--- src/rtl/kpv_pkg.sv ---
// Shared types, constants and fixed-point helpers of the position/velocity filter.
package kpv_pkg;

  localparam int unsigned NUM_AXES_DEF  = 3;
  localparam int unsigned FRAC_BITS_DEF = 16;
  localparam int unsigned DW            = 32;
  localparam int unsigned AXIS_W        = 2;
  localparam int unsigned DT_W          = 17;
  localparam int unsigned PADDR_W       = 5;
  localparam int unsigned WW            = 72;

  // Reset values of the noise registers
  localparam logic signed [DW-1:0] Q_DIAG_RST = 32'sd655;
  localparam logic signed [DW-1:0] R_DIAG_RST = 32'sd65536;

  // Register map, word index
  typedef enum logic [2:0] {
    REG_Q_PP = 3'd0,
    REG_Q_PV = 3'd1,
    REG_Q_VP = 3'd2,
    REG_Q_VV = 3'd3,
    REG_R_PP = 3'd4,
    REG_R_PV = 3'd5,
    REG_R_VP = 3'd6,
    REG_R_VV = 3'd7
  } reg_idx_e;

  // Sequencer steps of the shared multiplier
  typedef enum logic [4:0] {
    MS_ACCDT  = 5'd0,
    MS_VDT    = 5'd1,
    MS_C3DT   = 5'd2,
    MS_C2DT   = 5'd3,
    MS_HALF   = 5'd4,
    MS_MDT    = 5'd5,
    MS_SUM    = 5'd6,
    MS_WAIT   = 5'd7,
    MS_DET_A  = 5'd8,
    MS_DET_B  = 5'd9,
    MS_N0_A   = 5'd10,
    MS_N0_B   = 5'd11,
    MS_N1_A   = 5'd12,
    MS_N1_B   = 5'd13,
    MS_N2_A   = 5'd14,
    MS_N2_B   = 5'd15,
    MS_N3_A   = 5'd16,
    MS_N3_B   = 5'd17,
    MS_FLUSH1 = 5'd18,
    MS_KZ00   = 5'd19,
    MS_KZ01   = 5'd20,
    MS_KZ10   = 5'd21,
    MS_KZ11   = 5'd22,
    MS_C0_A   = 5'd23,
    MS_C0_B   = 5'd24,
    MS_C1_A   = 5'd25,
    MS_C1_B   = 5'd26,
    MS_C2_A   = 5'd27,
    MS_C2_B   = 5'd28,
    MS_C3_A   = 5'd29,
    MS_C3_B   = 5'd30,
    MS_FLUSH2 = 5'd31
  } step_e;

  typedef struct packed {
    logic signed [DW-1:0] q_pp;
    logic signed [DW-1:0] q_pv;
    logic signed [DW-1:0] q_vp;
    logic signed [DW-1:0] q_vv;
    logic signed [DW-1:0] r_pp;
    logic signed [DW-1:0] r_pv;
    logic signed [DW-1:0] r_vp;
    logic signed [DW-1:0] r_vv;
  } cfg_t;

  typedef struct packed {
    logic       capture;
    logic       load;
    logic       run;
    step_e      step;
    logic       div_start;
    logic [1:0] div_sel;
    logic       prep;
    logic       store;
    logic       out_load;
  } cmd_t;

  typedef struct packed {
    logic det_zero;
    logic div_done;
  } sts_t;

  // Saturate a wide signed value to 32 bits
  function automatic logic signed [DW-1:0] sat32(input logic signed [WW-1:0] x);
    logic signed [DW-1:0] r;
    if (x > 72'sd2147483647) begin
      r = 32'sh7FFF_FFFF;
    end else if (x < -72'sd2147483648) begin
      r = 32'sh8000_0000;
    end else begin
      r = x[DW-1:0];
    end
    return r;
  endfunction

  // Arithmetic right shift by f with round half up
  function automatic logic signed [WW-1:0] rnd_shr(input logic signed [WW-1:0] x,
                                                   input int unsigned f);
    logic signed [WW-1:0] r;
    r = (x + (72'sd1 <<< (f - 1))) >>> f;
    return r;
  endfunction

endpackage

--- src/rtl/kpv_ctrl.sv ---
// Controller: item handshake and the step sequence of one filter update.
module kpv_ctrl (
  input  logic          clk_i,
  input  logic          rst_ni,
  input  logic          in_valid_i,
  output logic          in_ready_o,
  output logic          out_valid_o,
  input  logic          out_ready_i,
  input  kpv_pkg::sts_t sts_i,
  output kpv_pkg::cmd_t cmd_o
);

  typedef enum logic [8:0] {
    S_IDLE  = 9'b000000001,
    S_LOAD  = 9'b000000010,
    S_PRED  = 9'b000000100,
    S_DIVGO = 9'b000001000,
    S_DIVWT = 9'b000010000,
    S_PREP  = 9'b000100000,
    S_UPD   = 9'b001000000,
    S_STORE = 9'b010000000,
    S_OUT   = 9'b100000000
  } state_e;

  state_e         state_q, state_d;
  kpv_pkg::step_e step_q, step_d;
  logic [1:0]     sel_q, sel_d;
  logic           out_valid_q, out_valid_d;
  logic           accept;

  assign accept = in_valid_i && (state_q == S_IDLE);

  // Next state and commands
  always_comb begin
    state_d     = state_q;
    step_d      = step_q;
    sel_d       = sel_q;
    out_valid_d = out_valid_q && !out_ready_i;
    cmd_o           = '0;
    cmd_o.step      = step_q;
    cmd_o.div_sel   = sel_q;
    cmd_o.capture   = accept;
    unique case (state_q)
      S_IDLE: begin
        if (accept) state_d = S_LOAD;
      end
      S_LOAD: begin
        cmd_o.load = 1'b1;
        step_d     = kpv_pkg::MS_ACCDT;
        state_d    = S_PRED;
      end
      S_PRED: begin
        cmd_o.run = 1'b1;
        step_d    = kpv_pkg::step_e'(step_q + 5'd1);
        if (step_q == kpv_pkg::MS_FLUSH1) begin
          sel_d   = 2'd0;
          state_d = sts_i.det_zero ? S_OUT : S_DIVGO;
        end
      end
      S_DIVGO: begin
        cmd_o.div_start = 1'b1;
        state_d         = S_DIVWT;
      end
      S_DIVWT: begin
        if (sts_i.div_done) begin
          sel_d   = sel_q + 2'd1;
          state_d = (sel_q == 2'd3) ? S_PREP : S_DIVGO;
        end
      end
      S_PREP: begin
        cmd_o.prep = 1'b1;
        step_d     = kpv_pkg::MS_KZ00;
        state_d    = S_UPD;
      end
      S_UPD: begin
        cmd_o.run = 1'b1;
        step_d    = kpv_pkg::step_e'(step_q + 5'd1);
        if (step_q == kpv_pkg::MS_FLUSH2) state_d = S_STORE;
      end
      S_STORE: begin
        cmd_o.store = 1'b1;
        state_d     = S_OUT;
      end
      S_OUT: begin
        if (!out_valid_q || out_ready_i) begin
          cmd_o.out_load = 1'b1;
          out_valid_d    = 1'b1;
          state_d        = S_IDLE;
        end
      end
      default: state_d = S_IDLE;
    endcase
  end

  always_ff @(posedge clk_i or negedge rst_ni) begin
    if (!rst_ni) begin
      state_q     <= S_IDLE;
      step_q      <= kpv_pkg::MS_ACCDT;
      sel_q       <= 2'd0;
      out_valid_q <= 1'b0;
    end else begin
      state_q     <= state_d;
      step_q      <= step_d;
      sel_q       <= sel_d;
      out_valid_q <= out_valid_d;
    end
  end

  assign in_ready_o  = (state_q == S_IDLE);
  assign out_valid_o = out_valid_q;

`ifndef SYNTHESIS
  a_onehot_state: assert property (@(posedge clk_i) disable iff (!rst_ni)
    $onehot(state_q)) else $error("state register not one-hot");

  a_no_overwrite: assert property (@(posedge clk_i) disable iff (!rst_ni)
    (cmd_o.out_load && out_valid_q) |-> out_ready_i)
    else $error("pending estimate overwritten");

  a_pred_exit: assert property (@(posedge clk_i) disable iff (!rst_ni)
    (state_q == S_PRED && step_q == kpv_pkg::MS_FLUSH1)
      |=> (state_q == S_OUT || state_q == S_DIVGO))
    else $error("prediction phase left to wrong state");

  a_accept_load: assert property (@(posedge clk_i) disable iff (!rst_ni)
    accept |=> state_q == S_LOAD) else $error("accepted item not loaded");
`endif

endmodule

--- config.mk ---
export PLATFORM = sky130hd
export DESIGN_NAME = kpv_ctrl
export DESIGN_NICKNAME = d
export VERILOG_FILES = /design/src/rtl/kpv_pkg.sv /design/src/rtl/kpv_ctrl.sv
export SDC_FILE = /design/constraint.sdc
export NUM_CORES = 1
export LEC_CHECK = 0
export BUFFER_PORTS_ARGS = -buffer_cell sky130_fd_sc_hd__buf_2
export CAP_MARGIN = 30
export CORE_ASPECT_RATIO = 0.9
export CORE_MARGIN = 3
export CORE_UTILIZATION = 48
export DETAILED_ROUTE_END_ITERATION = 6
export PLACE_DENSITY = 0.77
export SYNTH_ARGS = -nofsm -noshare
export SYNTH_HDL_FRONTEND = slang
export SYNTH_SLANG_ARGS = --single-unit
export TNS_END_PERCENT = 5
--- constraint.sdc ---
create_clock -name clk_i -period 1.84 [get_ports clk_i]
set_clock_uncertainty 0.1 [all_clocks]
set_input_delay 0.092 -clock clk_i [delete_from_list [all_inputs] [get_ports clk_i]]
set_output_delay 0.092 -clock clk_i [all_outputs]
set_load 0.02 [all_outputs]
==> impl_metrics.csv, run 1 <==
group,metric,value,unit
worst_setup_path,crit_type,"reg2out",
worst_setup_path,crit_fanout,3,
routing,drtAntennaViolNets,0,
global_route,grt_max_degree,18,
sta,fin_ws,-0.275,ns
sta,holdWs,0.00334,ns
global_route,grt_pass1_wl,5590,um
synthesis,synth_seq_cells,17,
sta,final-hold-violation-count,0,
floorplanning,start_util,53.1,%
clocking,cts_buffers,3,
synthesis,netlist_top_cells_count,"16 x dfrtp_1, 11 x nor2_1, 9 x inv_1, 9 x nand3_1, 7 x nand2_1",
synthesis,synth_area,1080,um^2
floorplanning,rows,15,
worst_setup_path,cp_common_cell,"buf_6",
final_layout,fin_cells,203,
placement,dp_cells,191,
placement,place_ws,-0.140,ns
sta,min_period,2.12,ns
synthesis,syn_area_per_cell,9.05,um^2
final_layout,num_antenna_cells,0,
routing,num_vias,1177,
placement,dp_hpwl,2330,um
routing,firstDrtPassIters,4,
clocking,cts-root-buf,"clkbuf_4",
floorplanning,io_pins,22,
floorplanning,die_w,55.9,um
synthesis,synth_ff_type,"dfrtp_1",
routing,routed_via_density,5.80,
global_route,grt_overflow,0,
floorplanning,die_y,50.9,um
routing,drt-total-wl,3330,um
final_layout,layout-drive-gt1-share,49.4,%
clocking,cts_sinks,17,
hold_path,worstHoldPathType,"in2reg",
sta,slew_violations,0,
run_status,status,"finished with violations",
synthesis,yosysSeqAreaShare,39.6,%
routing,drcViolationCount,0,
global_route,antenna_found_initial,0,
sta,setup_viol,16,
synthesis,synth_cell_types,41,
worst_setup_path,slowest_stage,"or4_4",
run_status,violations,"setup timing",
placement,numPortBuffers,21,
sta,rsz0062_at_grt,"true",
sta,slew_headroom,73.3,%
sta,max_freq,473,MHz
synthesis,yosysTopAreaCellShare,37.2,%
floorplanning,dieArea,2850,um^2
worst_setup_path,r2r_slack,-0.15,ns
global_route,grt_pass1_vias,1205,
synthesis,postSynthCellCount,119,
synthesis,yosysWarnings,0,
synthesis,syn_nets,129,
worst_setup_path,critPathBufInv,4,
sta,worstMarginPinSlew,0.401,ns
power_and_ir_drop,power_leakage,0.862,nW
routing,drtIter0Drc,32,
floorplanning,core-area,2030,um^2
sta,period_share,115,%
clocking,clk_pin_slew,0.10,ns
clocking,htreeDepth,1,
worst_setup_path,critPathRequiredTime,1.65,ns
global_route,track_usage,26.0,%
clocking,cts_tree,"done",
placement,place.gp.congestion,0.866,
worst_setup_path,crit_family,"simple AND/OR/NAND/NOR gates",
worst_setup_path,critPathLaunchType,"register",
synthesis,synth-edff-count,0,
power_and_ir_drop,p_per_area,1280,nW/um^2
clocking,clockBufferDepth,2,
synthesis,async_reset_ff_share,100,%
worst_setup_path,worstSetupEndpointType,"output pin",
worst_setup_path,crit_chain,"buf_6 > or4_4 > nor2_4 > buf_6 > nand3b_1 > inv_1 > buf_6",
synthesis,netlist_top_cells_area,"dfrtp_1 37%, ha_1 4.6%, nand3_1 4.2%",
clocking,clk-insertion-delay-late,0.31,ns
synthesis,synth.most_common_cell,"dfrtp_1",
routing,wire_per_inst,16.4,um
synthesis,yosysTopAreaCell,"dfrtp_1",
flow_run,maxCapViolCount,0,
power_and_ir_drop,ir_drop,0.977,mV
final_layout,final_util,83.6,%
worst_setup_path,max_stage_delay,0.53,ns
final_layout,syn_to_final_growth,57.3,%
worst_setup_path,cp.arrival,1.92,ns
final_layout,final_nets,189,
[final timing paths]
check,startpoint,to,depth (start not counted)
min,sts_i[1],state_q[3],3
min reg2reg,out_valid_o,out_valid_o,2
min in group asynchronous,rst_ni,state_q[3],2
max reg2reg,state_q[6],sel_q[1],5
max,state_q[2],cmd_o[2],7
max in group asynchronous,rst_ni,state_q[0],2
[cell families after synthesis]
logic type / synth area share (%)
mux: 1.05
fa+ha+maj: 4.65
flops: 39.6
buf+inv: 6.16
simple gates: 31.0
xor+xnor: 2.44
compound gates: 15.1
[layout make-up]
type                    count  area, um^2
fillers                   129         333
flip-flops and latches     17         429
repair buffers             60         454
multi-input cells          88         719
clock buffers               4        26.3
well taps                  25        31.3
inverters                   9        33.8
[flip-flops by register name, summed over array words and instances, names as in the netlist]
| register | flops |
|---|---|
| out_valid_o | 1 |
| step_q | 5 |
| sel_q | 2 |
| state_q | 9 |
[metrics by stage]
step | setup TNS, ns | cell area (um^2) | total power [mW]
floorplan | -0.996 | 1090 | 1.14
global placement | -0.775 | 1430 | 1.55
detailed placement | -1.22 | 1430 | 1.58
CTS | -2.27 | 1640 | 2.02
global route | -4.06 | 1690 | 2.33
finish | -2.13 | 1690 | 2.16
[layout by cell type (no fill, tap or decap), drive strengths merged, types with 2 or more instances in the layout]
| cell | n |
|---|---|
| nand3 | 9 |
| inv | 9 |
| ha | 4 |
| a31oi | 2 |
| o211ai | 2 |
| or4 | 2 |
| nand3b | 2 |
| or3 | 2 |
| or4b | 2 |
| o22ai | 2 |
| o21ai | 6 |
| nand2 | 7 |
| dfrtp | 16 |
| xor2 | 3 |
| nor2 | 11 |
| nand4b | 2 |
| clkbuf | 4 |
| a21oi | 6 |
| and3 | 3 |
| buf | 56 |
| nor2b | 3 |
| dlygate4sd3 | 4 |
| nand2b | 3 |
| nor4 | 4 |
[metal layers]
| layer | vias up | GRT usage (%) | routed length [um] |
|---|---|---|---|
| li1 | 549 | - | - |
| met3 | 14 | 5.56 | 179 |
| met4 | 0 | 13.8 | 119 |
| met1 | 580 | 29.8 | 1380 |
| met5 | - | 0 | 0 |
| met2 | 34 | 45.9 | 1650 |
[report_power, final]
group / internal [mW] / total [mW] / switching (mW)
clock: 0.0849 / 0.213 / 0.128
combinational: 0.696 / 1.41 / 0.713
sequential: 0.462 / 0.542 / 0.0802
[repair_timing]
action                     4_1_cts  5_1_grt
pin swaps                        9        4
buffers inserted                 3        1
setup endpoints to repair       20       20
hold endpoints to repair        22        0
resized for setup               29       12
hold buffers                     4        0
[worst register-to-register path, cell delays in order (launching register included)]
cell,delay (ns)
dfrtp_1,0.40
or4_4,0.56
or4b_4,0.50
a21bo_1,0.20
nand2_1,0.06
o21ai_0,0.07
Note: power is estimated with default switching activity, not from simulation.
==> run 2, diff against run 1 <==
Settings changed: BUFFER_PORTS_ARGS -buffer_cell sky130_fd_sc_hd__buf_2 to -buffer_cell sky130_fd_sc_hd__buf_4.
==> run 2 against run 1 <==
Against the previous run:
- the flow still finishes with violations (setup timing)
- combinational power barely moved
- clock-buffer cell count did not move
- global-route usage rose by 3.0 points
==> impl_metrics.csv, run 2 (synthesized netlist as in run 1, its figures left out) <==
group,metric,value,unit
run_status,status,"finished with violations",
run_status,violations,"setup timing",
placement,place_ws,-0.183,ns
clocking,clk_pin_slew,0.12,ns
routing,drtAntennaViolNets,0,
power_and_ir_drop,clock_power_share,10.1,%
worst_setup_path,r2r_start,"state_q[6]",
routing,firstDrtPassIters,4,
floorplanning,rows,15,
final_layout,reg_top3,"state_q x9, step_q x5, sel_q x2",
clocking,cts_tree,"done",
worst_setup_path,crit_type,"reg2out",
power_and_ir_drop,power.internal,1.23,mW
placement,place.gp.congestion,0.903,
final_layout,num_antenna_cells,0,
hold_path,worstHoldPathType,"in2reg",
hold_path,hold_path_startpoint,"sts_i[1]",
global_route,track_usage,29.1,%
placement,dp_hpwl,2490,um
final_layout,syn_to_final_growth,59.9,%
power_and_ir_drop,combPwrFrac,65.1,%
hold_path,hold_depth,3,
final_layout,largest_reg_flops,9,
final_layout,final_nets,189,
sta,rsz0062_at_grt,"true",
routing,drcViolationCount,0,
floorplanning,core-area,2030,um^2
worst_setup_path,critPathRequiredTime,1.65,ns
worst_setup_path,crit_chain,"buf_6 > or4_4 > nor2_4 > a21oi_1 > inv_2 > buf_4",
clocking,cts-root-buf,"clkbuf_4",
routing,drtIter0Drc,72,
global_route,grt_pass1_vias,1293,
global_route,grt_overflow,0,
floorplanning,die_w,55.9,um
final_layout,layout-drive-gt1-share,50.0,%
worst_setup_path,critPathBufInv,3,
sta,worstMarginPinSlew,0.371,ns
floorplanning,start_util,53.1,%
worst_setup_path,cp.arrival,1.95,ns
clocking,cts_buffers,3,
clocking,clk-insertion-delay-late,0.31,ns
power_and_ir_drop,ir_drop,1.03,mV
global_route,antenna_found_initial,0,
power_and_ir_drop,pwr-share-seq,24.7,%
routing,num_vias,1232,
sta,slew_headroom,75.2,%
sta,setup_viol,20,
worst_setup_path,r2r_end,"sel_q[0]",
floorplanning,dieArea,2850,um^2
final_layout,top_register,"state_q",
worst_setup_path,crit_family,"simple AND/OR/NAND/NOR gates",
worst_setup_path,max_stage_delay,0.50,ns
sta,min_period,2.14,ns
routing,drt-total-wl,3740,um
sta,max_freq,467,MHz
clocking,htreeDepth,1,
worst_setup_path,crit_fanout,5,
worst_setup_path,r2r_slack,-0.24,ns
worst_setup_path,ff2ff_path_depth,5,
routing,wire_per_inst,18.4,um
sta,fin_tns_setup,-3.32,ns
power_and_ir_drop,power_leakage,0.860,nW
clocking,cts_sinks,17,
sta,fin_ws,-0.301,ns
worst_setup_path,worstSetupEndpointType,"output pin",
power_and_ir_drop,p_per_area,1280,nW/um^2
floorplanning,die_y,50.9,um
sta,final-hold-violation-count,0,
worst_setup_path,critPathLaunchType,"register",
global_route,grt_max_degree,18,
placement,numPortBuffers,21,
final_layout,fill_cells,119,
routing,routed_via_density,6.07,
global_route,grt_pass1_wl,6290,um
sta,slew_violations,0,
hold_path,min_to,"state_q[8]",
worst_setup_path,slowest_stage,"or4_4",
power_and_ir_drop,switching_share,44.2,%
final_layout,final_cell_mix,"47 x buf_4, 14 x dfrtp_1, 9 x buf_6",
power_and_ir_drop,switchingPower,0.978,mW
sta,period_share,116,%
flow_run,maxCapViolCount,0,
final_layout,final_common_cell,"buf_4",
clocking,clockBufferDepth,2,
floorplanning,io_pins,22,
==> run 2: cell types whose count changed in the layout (fill, tap and decap cells not counted), moves of 2 or more <==
| cell | previous run | this run |
|---|---|---|
| a21oi_2 | 3 | 0 |
| buf_6 | 7 | 9 |
| nor4_2 | 1 | 3 |
| o21ai_1 | 0 | 2 |
| a21oi_1 | 3 | 6 |
| nor2_2 | 0 | 2 |
| buf_4 | 36 | 47 |
| buf_2 | 13 | 0 |
| nor2_1 | 9 | 7 |
==> run 2: routing by layer <==
metal	part of all wire [%]	GRT usage, %	vias up
li1	-	-	554
met2	52	53.3	53
met3	5.1	6.82	16
met4	4.0	17.8	0
met5	0	0	-
met1	38	30.3	609
==> run 2: worst max-delay path by stage <==
stage,start,to,slack [ns],depth (start not counted)
after global routing,state_q[4],cmd_o[11],-0.37,6
final,state_q[4],cmd_o[11],-0.30,6
after detailed placement,state_q[6],sel_q[0],-0.18,5
after floorplan,state_q[2],sel_q[0],-0.14,5
after CTS,state_q[2],cmd_o[11],-0.24,7
after global placement,state_q[6],state_q[3],-0.13,4
==> run 2: metrics by stage <==
step	cells	total power, mW	utilization [%]	hold slack [ns]	instance area (um^2)
after floorplan	119	1.14	-	-0.304	1090
after global placement	194	1.61	74.0	-0.130	1500
after detailed placement	194	1.66	74.0	-0.128	1500
after CTS	203	2.07	83.0	0.00785	1680
after global routing	203	2.33	85.0	0.00453	1720
final	203	2.21	85.0	0.00788	1720
==> run 2: power by group through the flow <==
stage                     registers, mW  clock network [mW]  logic, mW
after global routing              0.554               0.241       1.53
after detailed placement          0.537                   0       1.12
after CTS                         0.537               0.216       1.32
final                             0.547               0.224       1.44
after global placement            0.533                   0       1.08
after floorplan                   0.597                   0      0.546
==> run 2: area by class of cell <==
type	count	area [um^2]	share of cell area, %
Tap cell	25	31.3	1.82
Multi-Input combinational cell	88	708	41.1
Inverter	9	33.8	1.96
Sequential cell	17	429	24.9
Timing Repair Buffer	60	494	28.7
Clock buffer	4	26.3	1.53
==> run 2: repair_timing <==
action,in CTS,in global routing
hold buffers,4,0
setup buffers,1,0
endpoints found under the setup margin,20,20
hold endpoints to repair,21,0
resized for setup,25,11
pin swaps,7,3
==> run 2: worst register-to-register path, stage by stage, from the launching register on <==
cell     delay, ns
dfrtp_1       0.43
or4_4         0.58
or4b_4        0.52
a21bo_1       0.20
nand2_1       0.09
o21ai_1       0.07
==> run 3, diff against run 2 <==
Settings changed: ABC_AREA from default to 1, CORE_UTILIZATION 48 to 50, CTS_BUF_LIST from default to sky130_fd_sc_hd__clkbuf_4 sky130_fd_sc_hd__clkbuf_8, PLACE_DENSITY 0.77 to 0.79.
==> run 3 against run 2 <==
Against the previous run:
- the run now ends clean
- area after synthesis is 1.7% higher
- flip-flop and latch count stayed put
- synthesized cell count up 26%
- register-to-register slack gained 0.46 ns
- first-iteration DRC count is 68% lower
- global-route usage fell by 9.9 points
- fmax grew 24%
==> impl_metrics.csv, run 3 <==
group,metric,value,unit
synthesis,synth-edff-count,0,
routing,firstDrtPassIters,4,
clocking,htreeDepth,1,
worst_setup_path,worstSetupEndpointType,"output pin",
synthesis,synth_ff_type,"dfrtp_1",
sta,fin_ws,0.108,ns
clocking,cts_buffers,3,
power_and_ir_drop,p_per_area,1130,nW/um^2
synthesis,synth.most_common_cell,"nand2_1",
routing,wire_per_inst,11.7,um
worst_setup_path,max_stage_delay,0.44,ns
sta,holdWs,0.0860,ns
placement,place.gp.congestion,0.917,
final_layout,final_nets,191,
power_and_ir_drop,power_leakage,0.780,nW
global_route,antenna_found_initial,0,
synthesis,yosysSeqAreaShare,38.9,%
worst_setup_path,crit_chain,"nor2_4 > nand3_1 > nor2_4 > inv_1 > nand2_2 > buf_4",
floorplanning,start_util,55.1,%
power_and_ir_drop,ir_drop,0.758,mV
placement,numPortBuffers,21,
final_layout,num_antenna_cells,0,
final_layout,final_common_cell,"nand2_1",
clocking,clk_pin_slew,0.10,ns
routing,num_vias,993,
run_status,status,"finished, final reports clean",
final_layout,layout-drive-gt1-share,27.8,%
final_layout,fill_cells,169,
sta,max_freq,577,MHz
synthesis,synth_cell_types,22,
worst_setup_path,cp_common_cell,"nor2_4",
routing,routed_via_density,4.84,
sta,fin_tns_setup,0,ns
routing,drtIter0Drc,23,
worst_setup_path,critPathRequiredTime,1.65,ns
flow_run,maxCapViolCount,0,
synthesis,postSynthCellCount,150,
placement,place_area,1280,um^2
routing,drt-total-wl,2390,um
floorplanning,core-area,1990,um^2
global_route,grt_pass1_vias,984,
worst_setup_path,slowest_stage,"dfrtp_1",
floorplanning,dieArea,2790,um^2
routing,drcViolationCount,0,
synthesis,synth_area,1100,um^2
final_layout,largest_reg_flops,9,
floorplanning,die_w,55.4,um
sta,slew_headroom,84.2,%
synthesis,yosysTopAreaCellShare,36.5,%
clocking,cts_tree,"done",
worst_setup_path,cp.arrival,1.54,ns
sta,rsz0062_at_grt,"true",
global_route,grt_overflow,0,
clocking,cts_sinks,17,
final_layout,final_util,69.1,%
final_layout,final_cell_mix,"40 x nand2_1, 23 x inv_1, 22 x buf_4",
placement,dp_hpwl,1870,um
final_layout,syn_to_final_growth,25.5,%
sta,setup_viol,0,
sta,slew_violations,0,
final_layout,reg_top3,"state_q x9, step_q x5, sel_q x2",
sta,period_share,94.1,%
synthesis,async_reset_ff_share,100,%
global_route,grt_max_degree,18,
synthesis,yosysWarnings,0,
final_layout,final_area,1380,um^2
sta,final-hold-violation-count,0,
sta,min_period,1.73,ns
synthesis,netlist_top_cells_count,"40 x nand2_1, 23 x inv_1, 22 x nor2_1",
placement,dp_cells,195,
floorplanning,rows,15,
clocking,clk-insertion-delay-late,0.29,ns
routing,drtAntennaViolNets,0,
final_layout,top_register,"state_q",
power_and_ir_drop,p_total,1.56,mW
floorplanning,die_y,50.4,um
worst_setup_path,crit_fanout,5,
sta,worstMarginPinSlew,0.237,ns
hold_path,worstHoldPathType,"in2async",
synthesis,netlist_top_cells_area,"dfrtp_1 37%, nand2_1 14%, inv_1 7.9%",
clocking,cts-root-buf,"clkbuf_4",
worst_setup_path,worstSetupStartpoint,"state_q[4]",
worst_setup_path,r2r_start,"step_q[1]",
synthesis,synth_seq_cells,17,
worst_setup_path,critPathLaunchType,"register",
floorplanning,io_pins,22,
final_layout,fin_cells,205,
synthesis,yosysTopAreaCell,"dfrtp_1",
global_route,grt_pass1_wl,4200,um
synthesis,syn_nets,160,
synthesis,syn_area_per_cell,7.31,um^2
placement,place_ws,0.217,ns
worst_setup_path,crit_type,"reg2out",
global_route,track_usage,19.1,%
clocking,clockBufferDepth,2,
==> run 3: cell count changes after synthesis, sizes merged, moves of 4 or more <==
| cell | previous run | this run |
|---|---|---|
| a21oi | 6 | 2 |
| inv | 9 | 26 |
| nand3 | 9 | 13 |
| nor4 | 4 | 0 |
| nor2 | 11 | 32 |
| nand2 | 7 | 44 |
==> run 3: layer usage <==
layer	global-route usage (%)	up-vias	routed length, um
met5	0	-	0
met4	4.86	0	23
met3	4.63	4	96
met2	33.9	18	1210
met1	23.4	454	1060
li1	-	517	-
==> run 3: report_power, final <==
group	leakage [nW]	total [mW]	switching (mW)	internal, mW
sequential	0.231	0.536	0.0832	0.453
clock	0.0184	0.219	0.120	0.0992
combinational	0.531	0.805	0.508	0.297
==> run 3: path summary, 6_finish.rpt <==
path                       slack, ns    endpoint  cells past startpoint
hold / removal                  0.09  state_q[8]                      2
max in group asynchronous       1.30  state_q[0]                      2
min in group clk_i              0.45    sel_q[0]                      2
setup reg to reg                0.22  state_q[5]                     10
setup / recovery                0.11   cmd_o[11]                      6
hold reg to reg                 0.45    sel_q[0]                      2
==> run 3: cell type report <==
| class | instances | area (um^2) | share of cell area [%] |
|---|---|---|---|
| well taps | 25 | 31.3 | 2.27 |
| flip-flops and latches | 17 | 427 | 31.0 |
| inverters | 26 | 97.6 | 7.10 |
| repair buffers | 27 | 215 | 15.7 |
| multi-input cells | 106 | 574 | 41.8 |
| clock buffers | 4 | 30.0 | 2.18 |
==> run 3: critical path: cells and delay by family, from the launching register on <==
family | cells | cell delay [ns]
AND/OR/NAND/NOR | 4 | 0.58
flip-flops | 1 | 0.44
buffers and inverters | 2 | 0.22
==> run 3: repair_timing <==
action                     4_1_cts  5_1_grt
hold endpoints to repair        22        0
setup buffers                    0        1
setup endpoints to repair        0        4
gates resized for setup          0        3
hold buffers                     5        0
==> run 3: cell families after synthesis <==
family / Yosys count / synth area share [%]
simple gates: 93 / 42.4
flops: 17 / 38.9
fa+ha+maj: 4 / 4.57
compound gates: 8 / 3.77
xor+xnor: 1 / 0.799
buf+inv: 27 / 9.59
